**config.mk**
```make
export PLATFORM = sky130hd
export DESIGN_NAME = skf_datapath
export DESIGN_NICKNAME = d
export VERILOG_FILES = /design/src/skf_pkg.sv /design/src/skf_datapath.sv
export SDC_FILE = /design/constraint.sdc
export NUM_CORES = 1
export LEC_CHECK = 0
export ABC_AREA = 1
export BUFFER_PORTS_ARGS = -buffer_cell sky130_fd_sc_hd__buf_2
export CAP_MARGIN = 30
export CELL_PAD_IN_SITES_DETAIL_PLACEMENT = 0
export CELL_PAD_IN_SITES_GLOBAL_PLACEMENT = 1
export CORE_MARGIN = 5
export CORE_UTILIZATION = 44
export DETAILED_ROUTE_END_ITERATION = 8
export PLACE_DENSITY = 0.82
export SETUP_SLACK_MARGIN = 0.3
export SLEW_MARGIN = 20
export SYNTH_ARGS = -nofsm -noshare
export SYNTH_HDL_FRONTEND = slang
export SYNTH_SLANG_ARGS = --single-unit
```
**constraint.sdc**
```tcl
create_clock -name clk -period 4.9 [get_ports clk]
set_input_delay 0.245 -clock clk [delete_from_list [all_inputs] [get_ports clk]]
set_output_delay 0.245 -clock clk [all_outputs]
set_load 0.005 [all_outputs]
```
**src/skf_pkg.sv**
```systemverilog
package skf_pkg;

  localparam int CHANNELS_DEF    = 6;
  localparam int SAMPLE_BITS_DEF = 16;
  localparam int FRAC_BITS_DEF   = 16;

  localparam int CH_W       = 3;
  localparam int EST_W      = 16;
  localparam int GAIN_W     = 16;
  localparam int NOISE_W    = 16;
  localparam int NOISE_FRAC = 8;
  localparam int ACCEL_AXES = 3;

  localparam int APB_DATA_W = 32;
  localparam int PADDR_W    = 4;

  localparam logic [NOISE_W-1:0] ACCEL_Q_RST = 16'd26;
  localparam logic [NOISE_W-1:0] ACCEL_R_RST = 16'd1920;
  localparam logic [NOISE_W-1:0] GYRO_Q_RST  = 16'd192;
  localparam logic [NOISE_W-1:0] GYRO_R_RST  = 16'd1280;

  typedef enum logic [1:0] {
    REG_ACCEL_Q = 2'd0,
    REG_ACCEL_R = 2'd1,
    REG_GYRO_Q  = 2'd2,
    REG_GYRO_R  = 2'd3
  } reg_idx_t;

  typedef enum logic [3:0] {
    S_IDLE,
    S_PREP,
    S_DIV_INIT,
    S_DIV,
    S_GAIN,
    S_MUL_X,
    S_X_UPD,
    S_MUL_P,
    S_DONE
  } skf_state_t;

  // controller to datapath
  typedef struct packed {
    logic load;
    logic predict;
    logic div_init;
    logic div_step;
    logic gain_set;
    logic mul_step;
    logic x_update;
    logic commit;
  } skf_cmd_t;

  // datapath to controller
  typedef struct packed {
    logic bad_ch;
    logic res_busy;
  } skf_stat_t;

endpackage

```
**src/skf_datapath.sv**
```systemverilog
module skf_datapath import skf_pkg::*; #(
  parameter int CHANNELS    = CHANNELS_DEF,
  parameter int SAMPLE_BITS = SAMPLE_BITS_DEF,
  parameter int FRAC_BITS   = FRAC_BITS_DEF
) (
  input  logic                          clk,
  input  logic                          rst,
  input  skf_cmd_t                      cmd,
  output skf_stat_t                     stat,
  input  logic [CH_W-1:0]               in_channel,
  input  logic signed [SAMPLE_BITS-1:0] in_sample,
  input  logic [NOISE_W-1:0]            accel_q,
  input  logic [NOISE_W-1:0]            accel_r,
  input  logic [NOISE_W-1:0]            gyro_q,
  input  logic [NOISE_W-1:0]            gyro_r,
  output logic                          res_valid,
  input  logic                          res_ready,
  output logic [CH_W-1:0]               res_channel,
  output logic signed [EST_W-1:0]       res_estimate,
  output logic [GAIN_W-1:0]             res_gain
);

  localparam int F   = FRAC_BITS;
  localparam int XW  = SAMPLE_BITS + F;
  localparam int PW  = 8 + F;
  localparam int DW  = 9 + F;
  localparam int RW  = 10 + F;
  localparam int QW  = F + 1;
  localparam int MW  = (XW + 1 > PW) ? XW + 1 : PW;
  localparam int PRW = MW + QW;
  localparam int CIW = (CHANNELS > 1) ? $clog2(CHANNELS) : 1;

  localparam logic [PW-1:0]  P_ONE  = PW'(1) << F;
  localparam logic [PW-1:0]  P_MAX  = {PW{1'b1}};
  localparam logic [F-1:0]   K_MAX  = {F{1'b1}};
  localparam logic [QW-1:0]  Q_ONE  = QW'(1) << F;
  localparam logic [PRW-1:0] HALF_M = PRW'(1) << (F - 1);
  localparam logic signed [XW:0] HALF_X = (XW + 1)'(1) << (F - 1);

  // per-channel state
  logic signed [XW-1:0] est_mem [CHANNELS];
  logic [PW-1:0]        var_mem [CHANNELS];
  logic [CHANNELS-1:0]  primed;

  // working registers of one item
  logic [CH_W-1:0]      ch_r;
  logic                 bad_r;
  logic signed [XW-1:0] mfx_r;
  logic signed [XW-1:0] x_r;
  logic signed [XW:0]   e_r;
  logic [PW-1:0]        p_r, q_r, r_r;
  logic [DW-1:0]        den;
  logic [RW-1:0]        rem;
  logic [QW-1:0]        quo;
  logic [F-1:0]         k_r;

  // shared shift-add multiplier
  logic [PRW-1:0]       mcand, acc;
  logic [QW-1:0]        mplier;

  logic [CIW-1:0]       in_idx, ch_idx;
  logic                 in_bad, in_accel;
  logic signed [XW-1:0] mfx_in;
  logic [PW:0]          p_sum;
  logic                 rem_ge;
  logic [F-1:0]         k_val;
  logic [MW-1:0]        e_mag;
  logic [PRW-1:0]       acc_rnd;
  logic signed [XW-1:0] mag_x;
  logic signed [XW:0]   x_half;

  assign in_idx   = CIW'(in_channel);
  assign ch_idx   = CIW'(ch_r);
  assign in_bad   = 32'(in_channel) >= CHANNELS;
  assign in_accel = 32'(in_channel) < ACCEL_AXES;
  assign mfx_in   = XW'(in_sample) <<< F;
  assign p_sum    = {1'b0, p_r} + {1'b0, q_r};
  assign rem_ge   = rem >= RW'(den);
  assign k_val    = (den == '0) ? '0 : (quo[F] ? K_MAX : quo[F-1:0]);
  assign e_mag    = e_r[XW] ? MW'(-e_r) : MW'(e_r);
  assign acc_rnd  = (acc + HALF_M) >> F;
  assign mag_x    = XW'(acc_rnd);
  assign x_half   = (XW + 1)'(x_r) + HALF_X;

  assign stat.bad_ch   = bad_r;
  assign stat.res_busy = res_valid && !res_ready;

  always_ff @(posedge clk) begin
    if (cmd.load) begin
      ch_r  <= in_channel;
      bad_r <= in_bad;
      mfx_r <= mfx_in;
      q_r   <= PW'(in_accel ? accel_q : gyro_q) << (F - NOISE_FRAC);
      r_r   <= PW'(in_accel ? accel_r : gyro_r) << (F - NOISE_FRAC);
      if (!in_bad && primed[in_idx]) begin
        x_r <= est_mem[in_idx];
        p_r <= var_mem[in_idx];
      end else begin
        // first sample on a channel loads the measurement
        x_r <= mfx_in;
        p_r <= P_ONE;
      end
    end
    if (cmd.predict) begin
      p_r <= p_sum[PW] ? P_MAX : p_sum[PW-1:0];
      e_r <= (XW + 1)'(mfx_r) - (XW + 1)'(x_r);
    end
    if (cmd.div_init) begin
      den <= DW'(p_r) + DW'(r_r);
      rem <= RW'(p_r);
      quo <= '0;
    end
    if (cmd.div_step) begin
      rem <= rem_ge ? (rem - RW'(den)) << 1 : rem << 1;
      quo <= {quo[QW-2:0], rem_ge};
    end
    if (cmd.gain_set) begin
      k_r    <= k_val;
      mcand  <= PRW'(e_mag);
      mplier <= QW'(k_val);
      acc    <= '0;
    end
    if (cmd.mul_step) begin
      if (mplier[0]) begin
        acc <= acc + mcand;
      end
      mcand  <= mcand << 1;
      mplier <= mplier >> 1;
    end
    if (cmd.x_update) begin
      x_r    <= e_r[XW] ? x_r - mag_x : x_r + mag_x;
      mcand  <= PRW'(p_r);
      mplier <= Q_ONE - QW'(k_r);
      acc    <= '0;
    end
    if (cmd.commit && !bad_r) begin
      est_mem[ch_idx] <= x_r;
      var_mem[ch_idx] <= PW'(acc_rnd);
    end
    if (cmd.commit) begin
      res_channel  <= ch_r;
      res_estimate <= bad_r ? '0 : EST_W'(signed'(x_half[XW:F]));
      res_gain     <= bad_r ? '0 : GAIN_W'(k_r);
    end
  end

  always_ff @(posedge clk) begin
    if (rst) begin
      primed    <= '0;
      res_valid <= 1'b0;
    end else begin
      if (cmd.commit && !bad_r) begin
        primed[ch_idx] <= 1'b1;
      end
      if (cmd.commit) begin
        res_valid <= 1'b1;
      end else if (res_ready) begin
        res_valid <= 1'b0;
      end
    end
  end

endmodule

```
==> impl_results.md <==
- Outcome: finished clean
- Pleak: 17.7 nW
- Grt ovf: 0
- I/O pin count: 132
- Final setup vio count: 0
- Req. time, crit path: 5290 ps
- Latest clock arrival within the worst-skew pair: 660 ps
- EDFF count, synth: 637
- Flop pwr share: 0.377
- Cells along the critical path: nand2_1 -> nor2_2 -> nand2_2 -> xor2_2 -> nand2_1 -> nor2_1 -> nand2_1 -> nor2_4 -> inv_1 -> o21ai_0 -> xor2_1 -> ha_1 -> a21oi_1 -> inv_1 -> a31oi_1 -> inv_1 -> a21oi_1 -> nand3_1 -> o21ai_0 -> o21ai_0
- Most common cell after layout, fill and taps aside: nand2_1
- Cell Pwr Density: 543 mW/mm2
- Final hold violations: 0
- Post-synthesis instance total: 4313
- Antenna Nets Post-Route: 0
- Cell row count: 109
- Drt total wl: 123 mm
- H-tree Lvls: 3
- Final worst path period need: 4240 ps
- GR Util All Layers: 0.252
- Syn Std Cell Area: 0.0394 mm2
- DR vias: 32459
- Die Area: 0.0955 mm2
- Worst path max stage delay: 480 ps
- Synth warn: 0
- Routability cong.: 0.963
- Fmax: 236 MHz
- Number of buffers added on ports: 131
- Area Overhead vs Synth: 14.7%
- Critical path capture point type: flip-flop
- Clock Skew: 31.8 ps
- DR WL/cell: 21.4 um
- Combinational power share: 0.375
- First-pass GRT wire length: 187 mm
- VDD IR max: 0.000397 V
- # Max-Cap Violations: 0
- CTS tree: done
- Total Nets Final: 4779
- Setup repair after global routing missed its margin: no
- Core ar.: 0.0886 mm2
- TritonCTS Buffers: 80
- #FFs+latches synth: 716
- Total power: 24.5 mW
- DR iter-0 viols: 3188
- Die Wd: 309 um
- Mean post-synth cell area: 9.13 um2
- Clock sinks: 716
- Vert. Die Dim: 309 um
- Starting Density: 0.444
- Seq/Total Area, Yosys: 0.526
- Vias in the first global route: 31008
- Net Count, Synth: 4569
- Sw Pwr: 9.68 mW
- Worst-path fanout max: 6
- Buffers and inverters on the worst path: 3
- Bufs on Longest Clock Path: 3
- Slowest stage cell, crit path: dfxtp_1
- Largest delay share family, worst path: simple AND/OR/NAND/NOR gates
- Iteration count of the initial detailed-routing pass: 6
- Worst-Margin Slew: 1010 ps
- Clock power frac: 0.248
- Worst Hold Class: input pin to flip-flop
- Share of cells above drive strength 1: 0.0920
- Internal power: 14.8 mW
- Final HPWL DP: 87.0 mm
- Type of the worst setup path: flip-flop to flip-flop
- Rel. slew slack: 0.323
- DRC: 0
- Post-route setup TNS: 0 ps
- Largest net degree at the start of global routing: 81
- Top_reg_cell synth: edfxtp_1
- Arr. time, crit path: 4630 ps
- Register-to-register setup slack: 660 ps
- Avg Vias per Cell: 5.64
- Clk Tree Root Cell: clkbuf_16
- Distinct cells, synth: 59
- Startpoint types: flip-flop
- Async S/R FF share, synth: 0
- Reg clk slew, reported paths: 60 ps
- Initial antenna violation count: 2
- Most frequent cells in the layout: nand2_1, edfxtp_1, nor2_1, inv_1, o21ai_0
- Tcrit/Tclk final: 0.866
- Switching Share: 0.395
- Slew Limit Fails: 0
sequential cells by signal, summed over array words and instances (netlist names), 6 cells and up:
signal,cells
x_r,32
mcand,48
p_r,24
den,25
rem,26
var_mem,144
q_r,16
est_mem,192
quo,17
e_r,33
acc,48
res_estimate,16
mplier,17
k_r,16
mfx_r,16
primed,6
r_r,16
res_gain,16
final cells by class:
class,instances,area (um2)
antenna,1,2.50
clock buffer,109,2240
clock inverter,39,440
fill,8159,43500
inverter,427,1610
multi-input combinational,3031,16700
sequential,716,20700
tap,1165,1460
timing repair buffer,267,2000
stage by stage:
stage               std cells  utilization  setup WS (ps)  hold WS [ps]  area, um2
floorplan                4313            -           1280           317      39400
detailed placement       5517        0.468            584           453      41500
global route             5754        0.509            299          22.0      45100
global placement         5513        0.467            619           445      41400
CTS                      5750        0.507            546          9.72      45000
finish                   5755        0.509            656          37.2      45100
metal layers:
metal,wire length [um],GRT usage,vias to the layer above
met3,8330,0.0326,210
met5,0,0,-
met4,3420,0.0706,0
met1,52900,0.348,15532
li1,-,-,15539
met2,58500,0.424,1178
final timing paths:
check / startpoint / end / cells past startpoint
hold reg to reg: primed[3] / primed[3] / 2
setup / recovery: acc[21] / x_r[24] / 20
setup reg to reg: acc[21] / x_r[24] / 20
hold / removal: in_channel[1] / ch_idx[1] / 1
power groups by stage:
stage	clock [mW]	sequential, mW	combinational (mW)
floorplan	0	8.76	6.46
global placement	0	9.33	8.92
detailed placement	0	9.34	8.90
CTS	6.17	9.23	9.03
global route	6.43	9.34	10.3
finish	6.07	9.25	9.20
cells by family (layout without fill, tap and decap cells):
kind of cell	count (synthesis)	in the layout	share of synthesized area
mux	32	32	0.00915
other cells	0	1	0
fa+ha+maj	162	162	0.0524
simple gates	1687	1687	0.180
buf+inv	566	842	0.0542
xor+xnor	138	138	0.0313
compound gates	1012	1012	0.147
flops	716	716	0.526
what timing repair did:
| item | 4_1_cts | 5_1_grt |
|---|---|---|
| endpoints found under the setup margin | 0 | 10 |
| buffers inserted | 0 | 3 |
| hold endpoints to repair | 61 | 0 |
| resized for setup | 0 | 22 |
| hold buffers | 85 | 0 |
cell usage after synthesis, types with 9 or more instances:
cell      count  area share
a31oi_1      41      0.0065
or2_2        10      0.0016
o21a_1       11      0.0021
o21ai_1      16      0.0020
nand3_1     202       0.026
mux2_2       32      0.0092
buf_1        18      0.0017
o22ai_1      50      0.0079
a21boi_0      9      0.0017
a21oi_1     316       0.040
nor2_2       13      0.0021
dfxtp_1      79       0.040
a22oi_1      15      0.0029
clkbuf_1    116       0.011
nand2_1     826       0.079
edfxtp_1    637        0.49
nand2_2      11      0.0017
nand3b_1     21      0.0040
o221ai_1     46       0.010
xnor2_1      44      0.0098
o21bai_1     21      0.0040
nand4_1      37      0.0059
o21ai_0     382       0.049
a21o_1       26      0.0050
nor3_1       52      0.0066
xor2_1       91       0.020
o211ai_1     47      0.0090
nor4_1       16      0.0025
nor2_1      475       0.045
inv_1       422       0.040
ha_1        157       0.050
(Power assumes the default switching activity.)
