===== src/skf_pkg.sv =====
package skf_pkg;

  localparam int CHANNELS_DEF    = 6;
  localparam int SAMPLE_BITS_DEF = 16;
  localparam int FRAC_BITS_DEF   = 16;

  localparam int CH_W       = 3;
  localparam int EST_W      = 16;
  localparam int GAIN_W     = 16;
  localparam int NOISE_W    = 16;
  localparam int NOISE_FRAC = 8;
  localparam int ACCEL_AXES = 3;

  localparam int APB_DATA_W = 32;
  localparam int PADDR_W    = 4;

  localparam logic [NOISE_W-1:0] ACCEL_Q_RST = 16'd26;
  localparam logic [NOISE_W-1:0] ACCEL_R_RST = 16'd1920;
  localparam logic [NOISE_W-1:0] GYRO_Q_RST  = 16'd192;
  localparam logic [NOISE_W-1:0] GYRO_R_RST  = 16'd1280;

  typedef enum logic [1:0] {
    REG_ACCEL_Q = 2'd0,
    REG_ACCEL_R = 2'd1,
    REG_GYRO_Q  = 2'd2,
    REG_GYRO_R  = 2'd3
  } reg_idx_t;

  typedef enum logic [3:0] {
    S_IDLE,
    S_PREP,
    S_DIV_INIT,
    S_DIV,
    S_GAIN,
    S_MUL_X,
    S_X_UPD,
    S_MUL_P,
    S_DONE
  } skf_state_t;

  // controller to datapath
  typedef struct packed {
    logic load;
    logic predict;
    logic div_init;
    logic div_step;
    logic gain_set;
    logic mul_step;
    logic x_update;
    logic commit;
  } skf_cmd_t;

  // datapath to controller
  typedef struct packed {
    logic bad_ch;
    logic res_busy;
  } skf_stat_t;

endpackage


===== src/skf_ctrl.sv =====
module skf_ctrl import skf_pkg::*; #(
  parameter int FRAC_BITS = FRAC_BITS_DEF
) (
  input  logic      clk,
  input  logic      rst,
  input  logic      in_valid,
  output logic      in_ready,
  input  skf_stat_t stat,
  output skf_cmd_t  cmd
);

  localparam int QW = FRAC_BITS + 1;
  localparam int CW = $clog2(QW);
  localparam logic [CW-1:0] LAST = CW'(QW - 1);

  skf_state_t      state, state_next;
  logic [CW-1:0]   cnt, cnt_next;

  always_ff @(posedge clk) begin
    if (rst) begin
      state <= S_IDLE;
      cnt   <= '0;
    end else begin
      state <= state_next;
      cnt   <= cnt_next;
    end
  end

  always_comb begin
    state_next = state;
    cnt_next   = cnt;
    cmd        = '0;
    in_ready   = 1'b0;
    case (state)
      S_IDLE: begin
        // no transfer while in reset
        in_ready = !rst;
        if (in_valid && !rst) begin
          cmd.load   = 1'b1;
          state_next = S_PREP;
        end
      end
      S_PREP: begin
        if (stat.bad_ch) begin
          state_next = S_DONE;
        end else begin
          cmd.predict = 1'b1;
          state_next  = S_DIV_INIT;
        end
      end
      S_DIV_INIT: begin
        cmd.div_init = 1'b1;
        cnt_next     = '0;
        state_next   = S_DIV;
      end
      S_DIV: begin
        cmd.div_step = 1'b1;
        if (cnt == LAST) begin
          cnt_next   = '0;
          state_next = S_GAIN;
        end else begin
          cnt_next = cnt + 1'b1;
        end
      end
      S_GAIN: begin
        cmd.gain_set = 1'b1;
        state_next   = S_MUL_X;
      end
      S_MUL_X: begin
        cmd.mul_step = 1'b1;
        if (cnt == LAST) begin
          cnt_next   = '0;
          state_next = S_X_UPD;
        end else begin
          cnt_next = cnt + 1'b1;
        end
      end
      S_X_UPD: begin
        cmd.x_update = 1'b1;
        state_next   = S_MUL_P;
      end
      S_MUL_P: begin
        cmd.mul_step = 1'b1;
        if (cnt == LAST) begin
          cnt_next   = '0;
          state_next = S_DONE;
        end else begin
          cnt_next = cnt + 1'b1;
        end
      end
      S_DONE: begin
        if (!stat.res_busy) begin
          cmd.commit = 1'b1;
          state_next = S_IDLE;
        end
      end
      default: state_next = S_IDLE;
    endcase
  end

endmodule


===== config.mk =====
export PLATFORM = sky130hd
export DESIGN_NAME = skf_ctrl
export DESIGN_NICKNAME = d
export VERILOG_FILES = /design/src/skf_pkg.sv /design/src/skf_ctrl.sv
export SDC_FILE = /design/constraint.sdc
export NUM_CORES = 1
export LEC_CHECK = 0
export ABC_AREA = 0
export BUFFER_PORTS_ARGS = -buffer_cell sky130_fd_sc_hd__buf_4
export CORE_AREA = 4 4 41 43
export DETAILED_ROUTE_END_ITERATION = 8
export DIE_AREA = 0 0 45 47
export GPL_TIMING_DRIVEN = 0
export PLACE_DENSITY = 0.74
export SETUP_SLACK_MARGIN = 0.4
export SLEW_MARGIN = 20
export SYNTH_ARGS = -nofsm -noshare
export SYNTH_HDL_FRONTEND = slang
export SYNTH_SLANG_ARGS = --single-unit

===== constraint.sdc =====
create_clock -name clk -period 5.12 [get_ports clk]
set_clock_uncertainty 0.15 [all_clocks]
set_input_delay 0.512 -clock clk [delete_from_list [all_inputs] [get_ports clk]]
set_output_delay 0.512 -clock clk [all_outputs]
set_load 0.01 [all_outputs]

==> results.py, run 1 <==
metrics = {
    "global_route": {
        "grt_pass1_wl_um": 2460,
        "grt_pass1_vias": 563,
        "grt_use_total_pct": 15.9,
        "grt_max_degree": 11,
        "gr-total-overflow": 0,
        "antenna_found_initial": 0,
    },
    "cts": {
        "htreeDepth": 1,
        "postCtsSetupBuffers": 0,
        "hold_buffers": 0,
        "insertion_delay_ns": 0.26,
        "cts.repair.resized": 0,
        "clk_pin_slew_worst_paths_ns": 0.06,
        "root_buffer": "clkbuf_4",
        "clockBufferDepth": 2,
        "cts_tree": "yes",
        "numClockSinks": 9,
        "numCtsBuffers": 3,
    },
    "layout": {
        "fillerInstances": 128,
        "ff_latch_area_um2": 180,
        "insertedDiodeCount": 0,
        "layout_common_cells": "buf_4, nor2_1, dfxtp_1",
        "utilization_pct": 62.0,
        "multi_input_area_um2": 420,
        "syn2layout_area_growth_pct": 21.7,
        "nets": 105,
        "drive_above_1_share_pct": 30.9,
        "final_cell_area_um2": 807,
        "layout_commonest_cell": "buf_4",
    },
    "placement": {
        "pre_cts_slack_ns": 3.07,
        "hpwl_um": 1110,
        "place_area_um2": 779,
        "gp_congestion": 0.833,
        "port_buffers": 13,
    },
    "timing": {
        "relSlewSlack_pct": 76.0,
        "slew_violations": 0,
        "rsz0062_at_grt": "false",
        "max_freq_ghz": 0.429,
        "finalSetupTns_ns": 0,
        "setup_violations": 0,
        "worstMarginPinSlew_ns": 0.359,
        "finalHoldViolations": 0,
        "setup_ws_ns": 2.79,
        "timing.final.crit_share_pct": 45.6,
        "fin_crit_ns": 2.33,
    },
    "logic_synthesis": {
        "synth_area_um2": 663,
        "async_flop_share_pct": 0,
        "synth_edf_count": 0,
        "synth-warning-count": 0,
        "synthesis.nets": 87,
        "synthCells": 80,
        "ys_seq_area_share_pct": 27.2,
        "ys_types": 34,
        "ys.flop_type": "dfxtp_1",
        "syn_avg_cell_area_um2": 8.29,
        "ys_ff_latch": 9,
    },
    "route": {
        "ant_nets": 0,
        "drt-total-wl_um": 1450,
        "drt_iter0_markers": 10,
        "drt_pass1_iterations": 2,
        "viasPerCell": 5.70,
        "num_vias": 638,
        "drc": 0,
        "wl_per_cell_um": 13.0,
    },
    "power_and_ir_drop": {
        "intPower_mw": 0.136,
        "switching_share_pct": 32.9,
        "irDropWorstVdd_mv": 0.194,
        "clkPwrFrac_pct": 26.7,
        "power.switching_mw": 0.0668,
        "pwr-share-seq_pct": 37.5,
        "combPwrFrac_pct": 35.7,
        "power.density_nw_per_um2": 252,
        "p_leak_nw": 0.330,
    },
    "floorplanning": {
        "ios": 14,
        "core_um2": 1300,
        "die_area_um2": 2120,
        "die_w_um": 45,
        "num_rows": 13,
        "initial_core_util_pct": 51.0,
        "fp.dieH_um": 47,
    },
    "worst_setup_path": {
        "critical_path_class": "register to primary output",
        "crit_chain": "buf_2 -> or4_4 -> nor2_1 -> and2_1 -> buf_4",
        "startpoint_type": "register",
        "max_stage_delay_ns": 0.56,
        "slowest_stage": "or4_4",
        "crit_arrival_ns": 1.67,
        "cp.required_ns": 4.46,
        "cp_max_fo": 10,
        "cp-end-kind": "primary output",
    },
    "status": {
        "status": "complete, no violations",
    },
    "run": {
        "max_cap_violations": 0,
    },
    "worst_hold_path": {
        "holdCritPathClass": "register to register",
    },
}
==> registers in the layout, indices dropped and copies added, names as in the netlist <==
register and flops:
cnt 5, state 4
==> power groups by stage <==
| stage | combinational [mW] | clock (mW) | sequential (mW) |
|---|---|---|---|
| 2_1_floorplan | 0.0534 | 0 | 0.0773 |
| 3_3_place_gp | 0.0719 | 0 | 0.0776 |
| 3_5_place_dp | 0.0725 | 0 | 0.0779 |
| 4_1_cts | 0.0727 | 0.0564 | 0.0762 |
| 5_1_grt | 0.0798 | 0.0617 | 0.0764 |
| 6_report | 0.0725 | 0.0543 | 0.0762 |
==> cells in the mapped netlist (2+ instances only) <==
cell type / number / area share, %
nor2_1: 12 / 6.8
dfxtp_1: 9 / 27
inv_1: 6 / 3.4
a21oi_1: 5 / 3.8
nand2_1: 3 / 1.7
nand2b_1: 3 / 2.8
nand3b_1: 3 / 3.4
nor3_1: 3 / 2.3
nor4_1: 3 / 2.8
o21ai_1: 3 / 2.3
a311oi_1: 2 / 2.6
a41oi_1: 2 / 2.6
buf_2: 2 / 1.5
buf_6: 2 / 3.4
ha_1: 2 / 3.8
nand3_1: 2 / 1.5
==> final cells by class <==
cell class,count,area share [%]
multi-input cells,60,52.1
flip-flops and latches,9,22.3
repair buffers,13,12.1
plain buffers,5,4.96
clock buffers,3,2.79
inverters,6,2.79
well taps,15,2.33
clock inverters,1,0.620
==> worst paths after layout <==
path                            startpoint  endpoint  slack, ns  cells after the start
worst max-delay path              state[2]    cmd[7]       2.79                      5
worst min-delay path                cnt[4]    cnt[4]       0.35                      1
worst max register to register      cnt[0]    cnt[3]       3.27                      6
worst min register to register      cnt[4]    cnt[4]       0.35                      1
==> metrics by stage <==
step,power [mW],hold slack (ns),instances
finish,0.203,0.353,112
detailed placement,0.150,0.338,108
floorplan,0.131,0.301,80
global route,0.218,0.377,112
global placement,0.149,0.320,108
CTS,0.205,0.345,112
==> per-layer routing <==
metal	track usage [%]	share of wire [%]	up-vias
li1	-	-	330
met1	21.7	49	296
met2	24.0	46	12
met3	5.75	5.6	0
met4	3.51	0	0
met5	0	0	-
==> kinds of logic (layout without fill, tap and decap cells) <==
logic type / after synthesis / count (layout) / synth area share (%)
buf+inv: 11 / 28 / 9.43
fa+ha+maj: 2 / 2 / 3.77
flops: 9 / 9 / 27.2
compound gates: 19 / 19 / 21.5
mux: 1 / 1 / 1.51
simple gates: 38 / 38 / 36.6
==> critical path, delay by kind of cell (launching register included) <==
kind                   cells  cell delay [ns]
AND/OR/NAND/NOR            3             0.81
buffers and inverters      2             0.30
flip-flops                 1             0.30
Note: power is estimated with default switching activity, not from simulation.
==> run 2, diff against run 1 <==
Settings changed: CORE_AREA 4 4 41 43 to unset, CORE_ASPECT_RATIO set to 1.1, CORE_MARGIN set to 4, CORE_UTILIZATION set to 46, DIE_AREA 0 0 45 47 to unset, PLACE_DENSITY 0.74 to 0.72.
Clock period 5.12 ns to 2 ns, I/O delays scaled along.
==> results.py, run 2 (same netlist as run 1, synthesis figures left out) <==
metrics = {
    "worst_setup_path": {
        "r2r_end": "cnt[3]",
        "critical_path_class": "register to primary output",
        "max_stage_delay_ns": 0.55,
        "cp.required_ns": 1.65,
        "rr_worst_depth": 7,
        "cp_max_fo": 2,
        "r2r_start": "state[1]",
        "crit_end": "cmd[7]",
        "cp-end-kind": "primary output",
        "slowest_stage": "or4_4",
        "cp_common_cell": "buf_6",
        "crit_chain": "buf_6 -> or4_4 -> nor2_4 -> and2_4 -> buf_6",
        "r2r_slack_ns": 0.22,
        "startpoint_type": "register",
        "crit_arrival_ns": 1.59,
        "timing.critical_path.from": "state[0]",
    },
    "power_and_ir_drop": {
        "intPower_mw": 0.462,
        "combPwrFrac_pct": 51.0,
        "power.switching_mw": 0.234,
        "pwr-share-seq_pct": 28.1,
        "irDropWorstVdd_mv": 0.467,
        "power.density_nw_per_um2": 597,
        "switching_share_pct": 33.6,
        "p_leak_nw": 0.473,
        "clkPwrFrac_pct": 20.9,
    },
    "layout": {
        "fin_cells": 133,
        "fillerInstances": 78,
        "drive_above_1_share_pct": 63.2,
        "layout_commonest_cell": "buf_4",
        "insertedDiodeCount": 0,
        "nets": 125,
        "reg_top3": "cnt (5), state (4)",
        "multi_input_area_um2": 539,
        "syn2layout_area_growth_pct": 75.8,
        "layout_common_cells": "buf_4, buf_6, nor2_1",
        "regMostFlops": "cnt",
        "largest_reg_flops": 5,
        "final_cell_area_um2": 1170,
        "ff_latch_area_um2": 190,
    },
    "placement": {
        "hpwl_um": 1160,
        "pre_cts_slack_ns": 0.205,
        "gp_congestion": 0.768,
        "port_buffers": 13,
        "placedCellCount": 109,
        "place_area_um2": 811,
    },
    "route": {
        "ant_nets": 0,
        "num_vias": 757,
        "drt_pass1_iterations": 4,
        "drc": 0,
        "viasPerCell": 5.69,
        "wl_per_cell_um": 16.3,
        "drt_iter0_markers": 18,
        "drt-total-wl_um": 2160,
    },
    "timing": {
        "worstMarginPinSlew_ns": 0.309,
        "fin_crit_ns": 1.94,
        "setup_ws_ns": 0.0607,
        "slew_violations": 0,
        "finalHoldViolations": 0,
        "max_freq_ghz": 0.516,
        "finalSetupTns_ns": 0,
        "relSlewSlack_pct": 79.2,
        "rsz0062_at_grt": "true",
        "timing.final.crit_share_pct": 97.0,
        "setup_violations": 0,
    },
    "cts": {
        "htreeDepth": 1,
        "root_buffer": "clkbuf_4",
        "clk_pin_slew_worst_paths_ns": 0.06,
        "numClockSinks": 9,
        "numCtsBuffers": 3,
        "hold_buffers": 0,
        "cts_tree": "yes",
        "insertion_delay_ns": 0.26,
        "clockBufferDepth": 2,
    },
    "global_route": {
        "grt_pass1_wl_um": 2880,
        "grt_max_degree": 11,
        "gr-total-overflow": 0,
        "antenna_found_initial": 0,
        "grt_use_total_pct": 18.7,
        "grt_pass1_vias": 663,
    },
    "floorplanning": {
        "num_rows": 14,
        "die_area_um2": 2110,
        "initial_core_util_pct": 48.5,
        "ios": 14,
        "die_w_um": 44.2,
        "core_um2": 1370,
        "fp.dieH_um": 47.8,
    },
    "status": {
        "status": "complete, no violations",
    },
    "worst_hold_path": {
        "holdCritPathClass": "primary input to register",
    },
    "run": {
        "max_cap_violations": 0,
    },
}
-- run 2: through the flow --
step / power (mW) / utilization (%) / hold slack [ns]
after floorplan: 0.344 / - / 0.270
after global placement: 0.393 / 59.3 / 0.334
after detailed placement: 0.398 / 59.3 / 0.360
after CTS: 0.595 / 72.7 / 0.127
after global routing: 0.731 / 85.3 / 0.140
final: 0.696 / 85.3 / 0.132
-- run 2: worst min-delay path by stage --
stage / startpoint / to / cells after the start
2_1_floorplan: rst / state[1] / 2
3_3_place_gp: cnt[4] / cnt[4] / 1
3_5_place_dp: cnt[4] / cnt[4] / 1
4_1_cts: in_valid / state[3] / 3
5_1_grt: in_valid / state[3] / 3
6_report: in_valid / state[3] / 3
-- run 2: worst max-delay path: cells and delay by family, from the launching register on --
kind	cells	cell delay, ns
buffers and inverters	2	0.20
AND/OR/NAND/NOR	3	0.80
flip-flops	1	0.33
-- run 2: area by class of cell --
| type | count | share of cell area, % |
|---|---|---|
| timing repair buffer | 33 | 27.6 |
| multi-input combinational | 60 | 46.2 |
| sequential | 9 | 16.3 |
| inverter | 6 | 1.93 |
| buffer | 5 | 3.97 |
| tap | 16 | 1.72 |
| clock buffer | 4 | 2.25 |
-- run 2: repair_timing --
item | CTS | global route
cloned | 0 | 1
pin swaps | 6 | 11
buffers inserted | 12 | 7
resized for setup | 16 | 23
endpoints found under the setup margin | 12 | 17
-- run 2: power by group through the flow --
stage                     registers, mW  logic (mW)  clock network (mW)
after floorplan                   0.199       0.145                   0
after global placement            0.200       0.194                   0
after detailed placement          0.201       0.197                   0
after CTS                         0.195       0.253               0.147
after global routing              0.196       0.376               0.159
final                             0.195       0.355               0.145
-- run 2: per-layer routing --
metal	GRT usage, %	wire, um
met1	21.8	891
met2	34.9	1180
met3	5.64	74
met4	1.81	15
met5	0	0
==> run 3, diff against run 2 <==
Settings changed: CELL_PAD_IN_SITES_DETAIL_PLACEMENT set to 1, CELL_PAD_IN_SITES_GLOBAL_PLACEMENT set to 2, CORE_UTILIZATION 46 to 27, PLACE_DENSITY 0.72 to unset, PLACE_DENSITY_LB_ADDON set to 0.1.
==> results.py, run 3 (same netlist as run 1, synthesis figures left out) <==
metrics = {
    "status": {
        "status": "complete, no violations",
    },
    "route": {
        "num_vias": 786,
        "drc": 0,
        "top_layer": "met4",
        "drt-total-wl_um": 2350,
        "viasPerCell": 5.14,
        "drt_pass1_iterations": 4,
        "wl_met2_um": 1320,
        "drt_iter0_markers": 5,
        "wl_per_cell_um": 15.3,
        "wl_met3_um": 58,
        "ant_nets": 0,
        "drt-met1-wl_um": 935,
    },
    "cts": {
        "root_buffer": "clkbuf_4",
        "clk_pin_slew_worst_paths_ns": 0.07,
        "numCtsBuffers": 3,
        "clockBufferDepth": 2,
        "hold_buffers": 0,
        "insertion_delay_ns": 0.27,
        "htreeDepth": 1,
        "numClockSinks": 9,
        "cts_tree": "yes",
    },
    "power_and_ir_drop": {
        "irDropWorstVdd_mv": 0.383,
        "power.switching_mw": 0.239,
        "intPower_mw": 0.467,
        "pwr-share-seq_pct": 27.6,
        "p_leak_nw": 0.495,
        "switching_share_pct": 33.8,
        "combPwrFrac_pct": 51.4,
        "power.density_nw_per_um2": 580,
        "clkPwrFrac_pct": 20.9,
    },
    "timing": {
        "finalHoldViolations": 0,
        "relSlewSlack_pct": 78.5,
        "setup_violations": 0,
        "rsz0062_at_grt": "true",
        "timing.final.crit_share_pct": 96.8,
        "worstMarginPinSlew_ns": 0.322,
        "fin_crit_ns": 1.94,
        "whs_ns": 0.138,
        "slew_violations": 0,
        "finalSetupTns_ns": 0,
        "max_freq_ghz": 0.517,
    },
    "placement": {
        "port_buffers": 13,
        "hpwl_um": 1410,
        "place_area_um2": 828,
        "gp_congestion": 0.735,
    },
    "layout": {
        "nets": 131,
        "drive_above_1_share_pct": 68.3,
        "reg_top3": "cnt (5), state (4)",
        "final_cell_area_um2": 1220,
        "layout_common_cells": "buf_4, buf_6, nor2_1",
        "ff_latch_area_um2": 191,
        "fillerInstances": 282,
        "layout_commonest_cell": "buf_4",
        "syn2layout_area_growth_pct": 83.6,
        "multi_input_area_um2": 563,
        "largest_reg_flops": 5,
        "insertedDiodeCount": 0,
        "regMostFlops": "cnt",
    },
    "worst_setup_path": {
        "cp-end-kind": "primary output",
        "crit_arrival_ns": 1.59,
        "cp_max_fo": 2,
        "cp.required_ns": 1.65,
        "critical_path_class": "register to primary output",
        "startpoint_type": "register",
    },
    "floorplanning": {
        "ios": 14,
        "core_um2": 2300,
        "die_w_um": 55.3,
        "num_rows": 18,
        "fp.dieH_um": 60.0,
        "die_area_um2": 3310,
        "initial_core_util_pct": 28.9,
    },
    "global_route": {
        "gr-total-overflow": 0,
        "antenna_found_initial": 0,
        "grt_use_total_pct": 13.6,
        "grt_pass1_vias": 727,
        "grt_pass1_wl_um": 3500,
        "grt_max_degree": 11,
    },
    "run": {
        "max_cap_violations": 0,
    },
    "worst_hold_path": {
        "holdCritPathClass": "primary input to register",
    },
}
## run 3: final timing paths
| kind | start | end | slack, ns | cells past startpoint |
|---|---|---|---|---|
| worst max-delay path | state[0] | cmd[7] | 0.06 | 5 |
| worst min-delay path | in_valid | state[3] | 0.14 | 3 |
| worst max register to register | state[1] | cnt[4] | 0.20 | 8 |
| worst min register to register | cnt[3] | cnt[3] | 0.37 | 1 |
## run 3: metrics by stage
step	instances	utilization, %	power, mW	setup WS, ns
floorplan	80	-	0.344	0.378
global placement	123	36.1	0.402	0.200
detailed placement	123	36.1	0.401	0.151
CTS	139	43.6	0.603	0.0539
global route	153	53.0	0.750	0.00444
finish	153	53.0	0.706	0.0644
## run 3: per-layer routing
layer,vias up,global-route usage (%)
met2,11,25.7
met3,4,4.54
met1,391,15.3
met4,0,2.08
met5,-,0
li1,380,-
## run 3: cell type report
cell class	instances	area share, %
Sequential cell	9	15.7
Buffer	5	3.80
Inverter	6	1.85
Multi-Input combinational cell	60	46.2
Clock buffer	4	2.16
Tap cell	30	3.08
Timing Repair Buffer	39	27.1
## run 3: critical path, cell delays in order, from the launching register on
cell     delay (ns)
dfxtp_2        0.33
buf_6          0.11
or4_4          0.55
nor2_4         0.10
and2_4         0.14
buf_6          0.09
## run 3: what timing repair did
item / CTS / global route
buffers inserted: 12 / 14
gates resized for setup: 14 / 26
pin swaps: 7 / 11
setup endpoints to repair: 13 / 17
## run 3: power by group through the flow
stage               clock network, mW  logic [mW]  registers (mW)
floorplan                           0       0.145           0.199
global placement                    0       0.202           0.200
detailed placement                  0       0.201           0.200
CTS                             0.153       0.256           0.195
global route                    0.165       0.390           0.196
finish                          0.148       0.363           0.195
